--- src/hw/rtl/pulse_code_passcode_detector_macros.svh ---
`ifndef PULSE_CODE_PASSCODE_DETECTOR_MACROS_SVH
`define PULSE_CODE_PASSCODE_DETECTOR_MACROS_SVH

// Same-cycle implication, checked outside reset
`define PCPD_ASSERT_NOW(label, clk, rstn, ante, cons, msg) \
    label: assert property (@(posedge clk) disable iff (!rstn) (ante) |-> (cons)) \
        else $error(msg);

// Next-cycle implication, checked outside reset
`define PCPD_ASSERT_NEXT(label, clk, rstn, ante, cons, msg) \
    label: assert property (@(posedge clk) disable iff (!rstn) (ante) |=> (cons)) \
        else $error(msg);

`endif

--- src/hw/rtl/pcpd_pkg.sv ---
package pcpd_pkg;

    localparam int unsigned LEVEL_W   = 12;
    localparam int unsigned TICK_W    = 8;
    localparam int unsigned PATTERN_W = 40;
    localparam int unsigned CFG_IDX_W = 3;

    // Register indexes
    localparam logic [CFG_IDX_W-1:0] CFG_LEVEL_THRESHOLD = 3'd0;
    localparam logic [CFG_IDX_W-1:0] CFG_EDGE_DELTA      = 3'd1;
    localparam logic [CFG_IDX_W-1:0] CFG_DASH_TICKS      = 3'd2;
    localparam logic [CFG_IDX_W-1:0] CFG_GAP_TICKS       = 3'd3;
    localparam logic [CFG_IDX_W-1:0] CFG_CODE_PATTERN    = 3'd4;

    // Register reset values
    localparam logic [LEVEL_W-1:0]   RST_LEVEL_THRESHOLD = 12'd2000;
    localparam logic [LEVEL_W-1:0]   RST_EDGE_DELTA      = 12'd2000;
    localparam logic [TICK_W-1:0]    RST_DASH_TICKS      = 8'd6;
    localparam logic [TICK_W-1:0]    RST_GAP_TICKS       = 8'd12;
    localparam logic [PATTERN_W-1:0] RST_CODE_PATTERN    = 40'd735946635093;

    // Symbol codes
    localparam logic [1:0] SYM_NONE = 2'd0;
    localparam logic [1:0] SYM_DOT  = 2'd1;
    localparam logic [1:0] SYM_DASH = 2'd2;
    localparam logic [1:0] SYM_GAP  = 2'd3;

    localparam logic [TICK_W-1:0] TICK_MAX = 8'hFF;

    typedef struct packed {
        logic [LEVEL_W-1:0]   level_threshold;
        logic [LEVEL_W-1:0]   edge_delta;
        logic [TICK_W-1:0]    dash_ticks;
        logic [TICK_W-1:0]    gap_ticks;
        logic [PATTERN_W-1:0] code_pattern;
    } cfg_t;

    typedef struct packed {
        logic match_now;
        logic toggle_pulse;
    } res_t;

endpackage

--- src/hw/rtl/pulse_code_passcode_detector.sv ---
// Channel   Direction  Handshake                Payload
// s_        in         s_valid / s_ready        s_sample
// m_        out        m_valid / m_ready        m_match_now, m_toggle_pulse
// cfg_      in         cfg_valid / cfg_ready    cfg_index, cfg_data
//
// One sample per clock while s_ready is high; its result is captured in the output register as the sample is taken.
// Throughput is set by the single registered update of the symbol window per sample.
// Reset (aresetn low, synchronous) restores all registers but the output payload to their defaults.
// A stalled output holds its item; s_ready stays high while that item is being taken.
// cfg_ready is always high; writes take effect on the next sample.
module pulse_code_passcode_detector #(
    parameter int unsigned WINDOW_SYMBOLS = 20,
    parameter int unsigned SAMPLE_BITS    = 12
) (
    input  logic                           aclk,
    input  logic                           aresetn,
    input  logic                           s_valid,
    output logic                           s_ready,
    input  logic [SAMPLE_BITS-1:0]         s_sample,
    output logic                           m_valid,
    input  logic                           m_ready,
    output logic                           m_match_now,
    output logic                           m_toggle_pulse,
    input  logic                           cfg_valid,
    output logic                           cfg_ready,
    input  logic [pcpd_pkg::CFG_IDX_W-1:0] cfg_index,
    input  logic [pcpd_pkg::PATTERN_W-1:0] cfg_data
);
    import pcpd_pkg::*;

    cfg_t cfg;
    res_t res;
    res_t res_reg;
    logic m_valid_reg;
    logic take;

    assign cfg_ready = 1'b1;
    assign s_ready   = !m_valid_reg || m_ready;
    assign take      = s_valid && s_ready;

    pcpd_cfg u_cfg (
        .aclk     (aclk),
        .aresetn  (aresetn),
        .wr_en    (cfg_valid && cfg_ready),
        .wr_index (cfg_index),
        .wr_data  (cfg_data),
        .cfg      (cfg)
    );

    pcpd_core #(
        .WINDOW_SYMBOLS (WINDOW_SYMBOLS),
        .SAMPLE_BITS    (SAMPLE_BITS)
    ) u_core (
        .aclk    (aclk),
        .aresetn (aresetn),
        .take    (take),
        .sample  (s_sample),
        .cfg     (cfg),
        .res     (res)
    );

    always_ff @(posedge aclk) begin
        if (!aresetn) begin
            m_valid_reg <= 1'b0;
        end else if (take) begin
            m_valid_reg <= 1'b1;
        end else if (m_ready) begin
            m_valid_reg <= 1'b0;
        end
    end

    // Payload needs no reset
    always_ff @(posedge aclk) begin
        if (take) begin
            res_reg <= res;
        end
    end

    assign m_valid        = m_valid_reg;
    assign m_match_now    = res_reg.match_now;
    assign m_toggle_pulse = res_reg.toggle_pulse;

endmodule

--- src/hw/rtl/pcpd_cfg.sv ---
module pcpd_cfg (
    input  logic                           aclk,
    input  logic                           aresetn,
    input  logic                           wr_en,
    input  logic [pcpd_pkg::CFG_IDX_W-1:0] wr_index,
    input  logic [pcpd_pkg::PATTERN_W-1:0] wr_data,
    output pcpd_pkg::cfg_t                 cfg
);
    import pcpd_pkg::*;

    cfg_t cfg_reg;

    always_ff @(posedge aclk) begin
        if (!aresetn) begin
            cfg_reg.level_threshold <= RST_LEVEL_THRESHOLD;
            cfg_reg.edge_delta      <= RST_EDGE_DELTA;
            cfg_reg.dash_ticks      <= RST_DASH_TICKS;
            cfg_reg.gap_ticks       <= RST_GAP_TICKS;
            cfg_reg.code_pattern    <= RST_CODE_PATTERN;
        end else if (wr_en) begin
            unique case (wr_index)
                CFG_LEVEL_THRESHOLD: cfg_reg.level_threshold <= wr_data[LEVEL_W-1:0];
                CFG_EDGE_DELTA:      cfg_reg.edge_delta      <= wr_data[LEVEL_W-1:0];
                CFG_DASH_TICKS:      cfg_reg.dash_ticks      <= wr_data[TICK_W-1:0];
                CFG_GAP_TICKS:       cfg_reg.gap_ticks       <= wr_data[TICK_W-1:0];
                CFG_CODE_PATTERN:    cfg_reg.code_pattern    <= wr_data;
                default: begin
                    // unknown index: drop the write
                end
            endcase
        end
    end

    assign cfg = cfg_reg;

endmodule

--- src/hw/rtl/pcpd_core.sv ---
`include "pulse_code_passcode_detector_macros.svh"

module pcpd_core #(
    parameter int unsigned WINDOW_SYMBOLS = 20,
    parameter int unsigned SAMPLE_BITS    = 12
) (
    input  logic                   aclk,
    input  logic                   aresetn,
    input  logic                   take,
    input  logic [SAMPLE_BITS-1:0] sample,
    input  pcpd_pkg::cfg_t         cfg,
    output pcpd_pkg::res_t         res
);
    import pcpd_pkg::*;

    localparam int unsigned WW     = 2 * WINDOW_SYMBOLS;
    localparam int unsigned SEEN_W = $clog2(WINDOW_SYMBOLS + 2);
    localparam int unsigned CMP_W  = ((SAMPLE_BITS > LEVEL_W) ? SAMPLE_BITS : LEVEL_W) + 1;
    localparam int unsigned PAT_XW = (WW > PATTERN_W) ? WW : PATTERN_W;
    localparam logic [SEEN_W-1:0] SEEN_MAX = SEEN_W'(WINDOW_SYMBOLS + 1);
    localparam logic [SEEN_W-1:0] SEEN_FULL = SEEN_W'(WINDOW_SYMBOLS);

    logic [SAMPLE_BITS-1:0] level_now_reg;
    logic [TICK_W-1:0]      ticks_reg,  ticks_next;
    logic [WW-1:0]          window_reg, window_next;
    logic                   gap_reg,    gap_next;
    logic [SEEN_W-1:0]      seen_reg,   seen_next;
    logic                   held_reg;

    logic [CMP_W-1:0]  samp_c, prev_c, thr_c, delta_c;
    logic              rise, fall, level_high, level_low;
    logic [TICK_W-1:0] ticks_eff;
    logic [WW-1:0]     win_gap, win_open, win_edge;
    logic [SEEN_W:0]   seen_sum;
    logic [1:0]        seen_inc;
    logic [1:0]        sym_code;
    logic [PAT_XW-1:0] pat_ext;
    logic              match;

    always_comb begin
        samp_c  = CMP_W'(sample);
        prev_c  = CMP_W'(level_now_reg);
        thr_c   = CMP_W'(cfg.level_threshold);
        delta_c = CMP_W'(cfg.edge_delta);

        rise       = samp_c > (prev_c + delta_c);
        fall       = prev_c > (samp_c + delta_c);
        level_high = samp_c > thr_c;
        level_low  = samp_c < thr_c;

        ticks_eff = (rise || fall) ? '0 : ticks_reg;

        // A rising edge commits a pending gap, then opens an empty slot
        win_gap  = gap_reg ? {SYM_GAP, window_reg[WW-1:2]} : window_reg;
        win_open = {SYM_NONE, win_gap[WW-1:2]};
        win_edge = rise ? win_open : window_reg;

        seen_inc = rise ? (gap_reg ? 2'd2 : 2'd1) : 2'd0;
        seen_sum = {1'b0, seen_reg} + (SEEN_W + 1)'(seen_inc);
        seen_next = (seen_sum > (SEEN_W + 1)'(SEEN_MAX)) ? SEEN_MAX : seen_sum[SEEN_W-1:0];

        sym_code = (ticks_eff > cfg.dash_ticks) ? SYM_DASH : SYM_DOT;
        if (level_high && seen_next != '0) begin
            window_next = {sym_code, win_edge[WW-3:0]};
        end else begin
            window_next = win_edge;
        end

        gap_next = (level_low && ticks_eff > cfg.gap_ticks) ? 1'b1 : (gap_reg && !rise);

        ticks_next = (ticks_eff == TICK_MAX) ? ticks_eff : ticks_eff + 1'b1;

        pat_ext = PAT_XW'(cfg.code_pattern);
        match   = (seen_next > SEEN_FULL) && (window_next == pat_ext[WW-1:0]);

        res.match_now    = match;
        res.toggle_pulse = match && !held_reg;
    end

    always_ff @(posedge aclk) begin
        if (!aresetn) begin
            level_now_reg <= '0;
            ticks_reg     <= '0;
            window_reg    <= '0;
            gap_reg       <= 1'b0;
            seen_reg      <= '0;
            held_reg      <= 1'b0;
        end else if (take) begin
            level_now_reg <= sample;
            ticks_reg     <= ticks_next;
            window_reg    <= window_next;
            gap_reg       <= gap_next;
            seen_reg      <= seen_next;
            held_reg      <= match;
        end
    end

    `PCPD_ASSERT_NOW(a_seen_sat, aclk, aresetn, 1'b1, seen_reg <= SEEN_MAX, "slot count overran")
    `PCPD_ASSERT_NEXT(a_edge_clears_ticks, aclk, aresetn, take && (rise || fall),
        ticks_reg == TICK_W'(1), "edge did not restart tick count")
    `PCPD_ASSERT_NEXT(a_rise_clears_gap, aclk, aresetn, take && rise, !gap_reg,
        "gap still pending after rising edge")
    `PCPD_ASSERT_NEXT(a_pulse_then_held, aclk, aresetn, take && res.toggle_pulse, held_reg,
        "match not held after pulse")

endmodule

--- config.mk ---
export PLATFORM = sky130hd
export DESIGN_NAME = pulse_code_passcode_detector
export DESIGN_NICKNAME = d
export VERILOG_FILES = /design/src/hw/rtl/pcpd_pkg.sv /design/src/hw/rtl/pulse_code_passcode_detector.sv /design/src/hw/rtl/pcpd_cfg.sv /design/src/hw/rtl/pcpd_core.sv
export VERILOG_INCLUDE_DIRS = /design/src /design/src/hw/rtl
export SDC_FILE = /design/constraint.sdc
export NUM_CORES = 1
export LEC_CHECK = 0
export BUFFER_PORTS_ARGS = -buffer_cell sky130_fd_sc_hd__buf_4
export CAP_MARGIN = 25
export CORE_ASPECT_RATIO = 1.75
export CORE_MARGIN = 3
export CORE_UTILIZATION = 45
export CTS_CLUSTER_SIZE = 24
export DETAILED_ROUTE_END_ITERATION = 16
export PLACE_DENSITY = 0.68
export REMOVE_ABC_BUFFERS = 1
export SLEW_MARGIN = 10
export SYNTH_ARGS = -nofsm -noshare
export SYNTH_HDL_FRONTEND = slang
export SYNTH_SLANG_ARGS = --single-unit
--- constraint.sdc ---
create_clock -name aclk -period 7.6 [get_ports aclk]
set_input_delay 0.38 -clock aclk [delete_from_list [all_inputs] [get_ports aclk]]
set_output_delay 0.38 -clock aclk [all_outputs]
set_load 0.01 [all_outputs]
==> summary.md, run 1 <==
| Metric | Value |
|---|---|
| Status | finished clean |
| Simple-gate portion of the synthesized area | 0.221 |
| Number of CTS-inserted buffers | 17 |
| Setup CP Type | flop to flop |
| Clock Pin Slew Worst Setup and Hold Paths | 0.07 ns |
| Non-filler cells, final | 1594 |
| Synthesized flop and latch total | 150 |
| XOR/XNOR Fraction of Synth Area | 0.0332 |
| CP arrival | 6.91 ns |
| Worst hold slack | 0.147 ns |
| Hold Crit Start | cfg_data[22] |
| Inst Count DP | 1563 |
| Setup TNS | 0 ns |
| CTS tree | yes |
| Post-synth EDFFs | 2 |
| HPWL Detailed | between 20000 and 25000 um |
| Hold WC Path Type | input pin to flop |
| GRT Residual Overflow | 0 |
| Top cells by area, synth | dfxtp_1 30%, ha_1 9.9%, nand2_1 9.2% |
| Post-layout net count | 1432 |
| R2r setup slk | roughly 1.1 ns |
| Worst setup EP type | flop |
| First-pass GRT wire length | around 48000 um |
| Post-synthesis cell type count | slightly below 80 |
| Via density | approximately 6 |
| Diodes inserted | 0 |
| Main flop type after synthesis | dfxtp_1 |
| FMAX | roughly 150 MHz |
| Slew @ Worst Pin | approximately 0.97 ns |
| Worst hold path depth | 3 |
| Final setup violation count | 0 |
| Mapped Avg Cell Area | a little under 8 um2 |
| Normalized max-slew margin | 0.354 |
| Max reg flops | 80 |
| Worst Path Max Fanout | 8 |
| Core Area | 21700 um2 |
| Initial DRC count | a little over 600 |
| Synth Warn # | 0 |
| Unrepaired setup endpoints after global routing | no |
| Initial antenna violation count | 0 |
| Yosys top cell area share | 0.296 |
| RePlAce Congestion | approximately 0.98 |
| Number of buffers added on ports | 63 |
| Fillers | 2201 |
| Vias in the first global route | a little over 9000 |
| CTS max path bufs | 2 |
| Drt total wl | about 30000 um |
| Max-slew violations | 0 |
| Initial Utilization | 0.462 |
| NetSw | between 0.0008 and 0.0009 W |
| Internal | about 0.0016 W |
| Resized Gates After CTS | 0 |
| Post-synth ARST share | 0 |
| Hold buffer count at cts | 0 |
| Dominant cell type by area after synthesis | dfxtp_1 |
| Die ar. | approximately 24000 um2 |
| Leakage | approximately 5.0 nW |
| Cell Rows | 71 |
| DRC | 0 |
| Slowest cell delay on critical path | about 0.52 ns |
| Routed Antenna Nets | 0 |
| Worst Hold End | u_cfg.cfg[22] |
| Sw frac | 0.334 |
| Post-synthesis compound-gate area fraction | 0.243 |
| Layout Skew | roughly 0.015 ns |
| Seq/Total Area, Yosys | 0.302 |
| Commonest non-fill, non-tap cell in the layout | nand2_1 |
| Worst EP required | 7.96 ns |
| Part of the power in registers | 0.372 |
| Fin crit period | between 6 and 7 ns |
| PwrDens | 217 nW/um2 |
| Root buf cell | clkbuf_16 |
| Vias | a little over 9000 |
| Cells on worst reg2reg path | 29 |
| Combinational power share | 0.266 |
| CP max stage cell | or4_1 |
| Cells after Synth | roughly 1300 |
| CP Launch Type | flop |
| Adder-Cell Fraction of Synth Area | 0.105 |
| I/O pin count | 65 |
| Post-synthesis mux area share | 0.0391 |
| Post-Syn Area | 10000 um2 |
| Reg-to-reg endpoint | u_core.held_reg |
| Layout cells sized above 1 | 0.0975 |
| Reg2reg start | u_cfg.cfg[57] |
| Largest net degree at the start of global routing | 94 |
| Crit share post-route | 0.861 |
| 1st-pass router iterations | 7 |
| Die X | between 100 and 150 um |
| Clock share of power | 0.362 |
| Post-CTS setup buffer count | 0 |
| Area grow syn2layout | 12.5% |
| Die H | approximately 200 um |
| Final Hold Fails | 0 |
| Worst skew pair latency | approximately 0.44 ns |
| Largest family of logic cells by synthesized area | compound AO/OA/AOI/OAI gates |
| Highest-count cells in the layout ignoring fill and taps | 245 x nand2_1, 147 x dfxtp_1, 79 x ha_1 |
| Clock Sink Count | 150 |
| Gr usage total | 0.249 |
| Avg WL per Cell | 18.8 um |
| H-tree depth | 4 |
| Max-cap violations | 0 |
| Maximum vdd drop | between 0.00015 and 0.0002 V |
power groups by stage:
| stage | Combinational (W) | Clock [W] | Sequential, W |
|---|---|---|---|
| 6_report | 0.000651 | 0.000884 | 0.000910 |
| 5_1_grt | 0.000721 | 0.000926 | 0.000915 |
| 4_1_cts | 0.000645 | 0.000895 | 0.000908 |
| 3_5_place_dp | 0.000641 | 0 | 0.000925 |
| 3_3_place_gp | 0.000634 | 0 | 0.000924 |
| 2_1_floorplan | 0.000433 | 0 | 0.000898 |
worst max-delay path, delay by kind of cell (launching register included):
kind                     cells  cell delay (ns)
buffers and inverters        1             0.06
AO/OA/AOI/OAI               13             2.38
flip-flops                   1             0.44
XOR/XNOR                     2             0.27
adder cells (fa/ha/maj)      4             1.27
AND/OR/NAND/NOR              9             2.04
final cells by class:
class	count	area, um2	area share
Sequential cell	150	3020	0.269
Multi-Input combinational cell	976	6430	0.571
Clock buffer	19	453	0.0402
Inverter	68	255	0.0227
Clock inverter	12	151	0.0134
Timing Repair Buffer	77	578	0.0513
Tap cell	292	365	0.0324
cell families after synthesis:
| family | Yosys count |
|---|---|
| and+or+nand+nor | 477 |
| AOI/OAI and AO/OA | 339 |
| DFF | 150 |
| buffers and inverters | 134 |
| adders and majority gates | 82 |
| muxes | 39 |
| xor gates and xnor gates | 38 |
| other | 1 |
Yosys cell counts, types with 6 or more instances:
master	instances
and2_1	12
a21boi_0	60
nand3_1	51
nand2b_1	22
o22ai_1	15
nor2_1	49
a21oi_1	56
a31oi_1	9
and3_1	6
dfxtp_1	148
buf_2	10
nor2b_1	17
nor3_1	15
o21ai_0	44
o211ai_1	24
xnor2_1	18
mux2i_1	38
clkbuf_1	45
nand2_1	245
buf_4	6
o211a_1	41
ha_1	79
xor2_1	20
inv_1	67
nand4_1	17
a21o_1	18
nor4_1	12
a211oi_1	13
stage by stage:
stage / setup WS, ns / area, um2 / power (W) / util
after global routing: 0.508 / 11300 / 0.00256 / 0.520
final: 1.06 / 11300 / 0.00245 / 0.520
after detailed placement: 1.05 / 10700 / 0.00157 / 0.492
after floorplan: 0.738 / 9700 / 0.00133 / -
after CTS: 1.07 / 11300 / 0.00245 / 0.520
after global placement: 1.20 / 10700 / 0.00156 / 0.491
worst max path at each step:
stage	start	to	slack, ns	cells after the start
after floorplan	u_cfg.cfg[57]	u_core.held_reg	0.74	28
after global placement	u_cfg.cfg[57]	u_core.held_reg	1.20	28
after detailed placement	s_sample[0]	u_core.held_reg	1.05	25
after CTS	u_cfg.cfg[57]	u_core.held_reg	1.07	28
after global routing	u_cfg.cfg[57]	m_toggle_pulse	0.51	29
final	u_cfg.cfg[57]	u_core.held_reg	1.06	29
routing by layer:
layer  track usage  vias up  share of wire
met2         0.466      271           0.53
li1              -     4544              -
met3        0.0352       96          0.034
met4         0.153        0          0.059
met1         0.258     4395           0.37
met5             0        -              0
Note: power is estimated with default switching activity, not from simulation.
==> run 2: changes to the inputs <==
--- a/config.mk
+++ b/config.mk
@@ -13,9 +13,10 @@
 export CORE_UTILIZATION = 45
 export CTS_CLUSTER_SIZE = 24
 export DETAILED_ROUTE_END_ITERATION = 16
-export PLACE_DENSITY = 0.68
+export PLACE_DENSITY_LB_ADDON = 0.2
 export REMOVE_ABC_BUFFERS = 1
 export SLEW_MARGIN = 10
 export SYNTH_ARGS = -nofsm -noshare
 export SYNTH_HDL_FRONTEND = slang
 export SYNTH_SLANG_ARGS = --single-unit
+export TNS_END_PERCENT = 100
==> run 2 against run 1 <==
Net effect: sequential power barely moved; hold slack worse by 0.0014 ns; core utilization rose by 0.15 points; non-clock buffer count is 1 lower; critical endpoint unchanged; largest cell class unchanged; largest power group unchanged; highest routed layer unchanged.
==> summary.md, run 2 (synthesized netlist as in run 1, its figures left out) <==
| Metric | Value |
|---|---|
| Final setup violation count | 0 |
| Max-cap violations | 0 |
| Inst Count DP | 1562 |
| PwrDens | between 200 and 250 nW/um2 |
| Fillers | 2157 |
| Largest net degree at the start of global routing | 78 |
| Slowest cell delay on critical path | approximately 0.62 ns |
| CP max stage cell | o41a_1 |
| Worst EP required | roughly 8.0 ns |
| Clock Sink Count | 150 |
| Cells on worst reg2reg path | 29 |
| Fin crit period | around 6.7 ns |
| Worst hold path depth | 3 |
| Post-layout net count | 1431 |
| Worst setup EP type | flop |
| Die H | 203 um |
| Worst skew pair latency | 0.44 ns |
| Clock Pin Slew Worst Setup and Hold Paths | around 0.070 ns |
| Launch point of the worst path | u_cfg.cfg[57] |
| Slew @ Worst Pin | between 0.9 and 1 ns |
| Kind of cell adding the most delay to the critical path | compound AO/OA/AOI/OAI gates |
| Die X | 119 um |
| Layout Skew | around 0.011 ns |
| Leakage | between 4 and 5 nW |
| Number of buffers added on ports | 63 |
| Setup CP Type | flop to flop |
| Storage cell area | between 3000 and 4000 um2 |
| Cell Rows | between 70 and 80 |
| HPWL Detailed | about 23000 um |
| Vias | 9235 |
| GRT Residual Overflow | 0 |
| Reg2reg start | u_cfg.cfg[57] |
| Routed Antenna Nets | 0 |
| DRC | 0 |
| Gr usage total | 0.257 |
| Unrepaired setup endpoints after global routing | no |
| Initial Utilization | 0.462 |
| Number of CTS-inserted buffers | 17 |
| Resized Gates After CTS | 0 |
| Layout cells sized above 1 | 0.0975 |
| Highest-count cells in the layout ignoring fill and taps | 245 x nand2_1, 147 x dfxtp_1, 79 x ha_1 |
| Hold buffer count at cts | 0 |
| Crit share post-route | 0.885 |
| Maximum vdd drop | around 0.00015 V |
| Initial DRC count | ~700 |
| CTS max path bufs | 2 |
| Hold WC Path Type | input pin to flop |
| Via density | between 5 and 6 |
| CP Launch Type | flop |
| Crit path setup slack, layout | ~0.9 ns |
| Area of the multi-input gates | between 6000 and 7000 um2 |
| Diodes inserted | 0 |
| Setup TNS | 0 ns |
| Core Area | between 20000 and 25000 um2 |
| Post-CTS setup buffer count | 0 |
| Status | finished clean |
| Root buf cell | clkbuf_16 |
| Final Hold Fails | 0 |
| Avg WL per Cell | a little under 20 um |
| RePlAce Congestion | about 0.96 |
| 1st-pass router iterations | 5 |
| Normalized max-slew margin | 0.351 |
| CTS tree | yes |
| Max reg flops | 80 |
| Initial antenna violation count | 0 |
| Drt total wl | around 31000 um |
| Stages on worst setup path | 29 |
| Final Core Density | 0.521 |
| Max-slew violations | 0 |
| Commonest non-fill, non-tap cell in the layout | nand2_1 |
| CP arrival | between 7 and 8 ns |
| I/O pin count | between 60 and 70 |
| Area grow syn2layout | 12.8% |
| Die ar. | between 20000 and 25000 um2 |
| Area post-placement | roughly 11000 um2 |
| H-tree depth | 4 |
| Post-Place Setup Slack | 0.945 ns |
| Post-layout instance area | between 10000 and 15000 um2 |
| Worst path bufs/invs | 1 |
| Non-filler cells, final | around 1600 |
| FMAX | roughly 150 MHz |
| First-pass GRT wire length | ~49000 um |
| Worst Path Max Fanout | 19 |
| Vias in the first global route | 9345 |
| Hold Crit Start | cfg_data[20] |
==> run 2: cell types whose count changed in the layout (fill, tap and decap cells not counted) <==
| cell | delta |
|---|---|
| clkinv_4 | +1 |
| inv_8 | +2 |
| clkinvlp_4 | +2 |
| clkbuf_8 | -2 |
| buf_4 | -3 |
| inv_6 | +2 |
| clkinv_2 | -4 |
| buf_6 | +1 |
| buf_16 | +1 |
==> run 2: metrics by stage <==
| stage | total power (W) | hold slack (ns) |
|---|---|---|
| after floorplan | 0.00133 | 0.443 |
| after global placement | 0.00156 | 0.452 |
| after detailed placement | 0.00157 | 0.461 |
| after CTS | 0.00248 | 0.129 |
| after global routing | 0.00259 | 0.142 |
| final | 0.00246 | 0.146 |
==> run 2: layout make-up <==
type | count | area share
multi-input cells | 976 | 0.570
flip-flops and latches | 150 | 0.268
repair buffers | 76 | 0.0526
clock buffers | 17 | 0.0377
well taps | 292 | 0.0323
inverters | 68 | 0.0226
clock inverters | 15 | 0.0173
==> run 2: power breakdown <==
part | switching, W | total [W] | internal (W)
Clock | 0.000375 | 0.000900 | 0.000525
Combinational | 0.000393 | 0.000650 | 0.000256
Sequential | 0.0000692 | 0.000910 | 0.000841
Total | 0.000837 | 0.00246 | 0.00162
==> run 2: worst paths after layout <==
| path | endpoint | slack (ns) |
|---|---|---|
| worst max-delay path | u_core.held_reg | 0.88 |
| worst min-delay path | u_cfg.cfg[20] | 0.15 |
| worst max register to register | u_core.held_reg | 0.88 |
| worst min register to register | u_cfg.cfg[70] | 0.47 |
==> run 2: worst reg2reg max path, delay by kind of cell, from the launching register on <==
kind / cells / cell delay [ns]
AOI/OAI and AO/OA: 14 / 3.18
xor gates and xnor gates: 1 / 0.13
DFF: 1 / 0.42
buffers and inverters: 1 / 0.29
and+or+nand+nor: 10 / 1.81
adders and majority gates: 3 / 0.85
==> run 2: routing by layer <==
| metal | global-route usage | part of all wire | up-vias |
|---|---|---|---|
| met3 | 0.0369 | 0.032 | 102 |
| li1 | - | - | 4562 |
| met2 | 0.467 | 0.52 | 249 |
| met1 | 0.264 | 0.37 | 4322 |
| met5 | 0 | 0 | - |
| met4 | 0.193 | 0.079 | 0 |
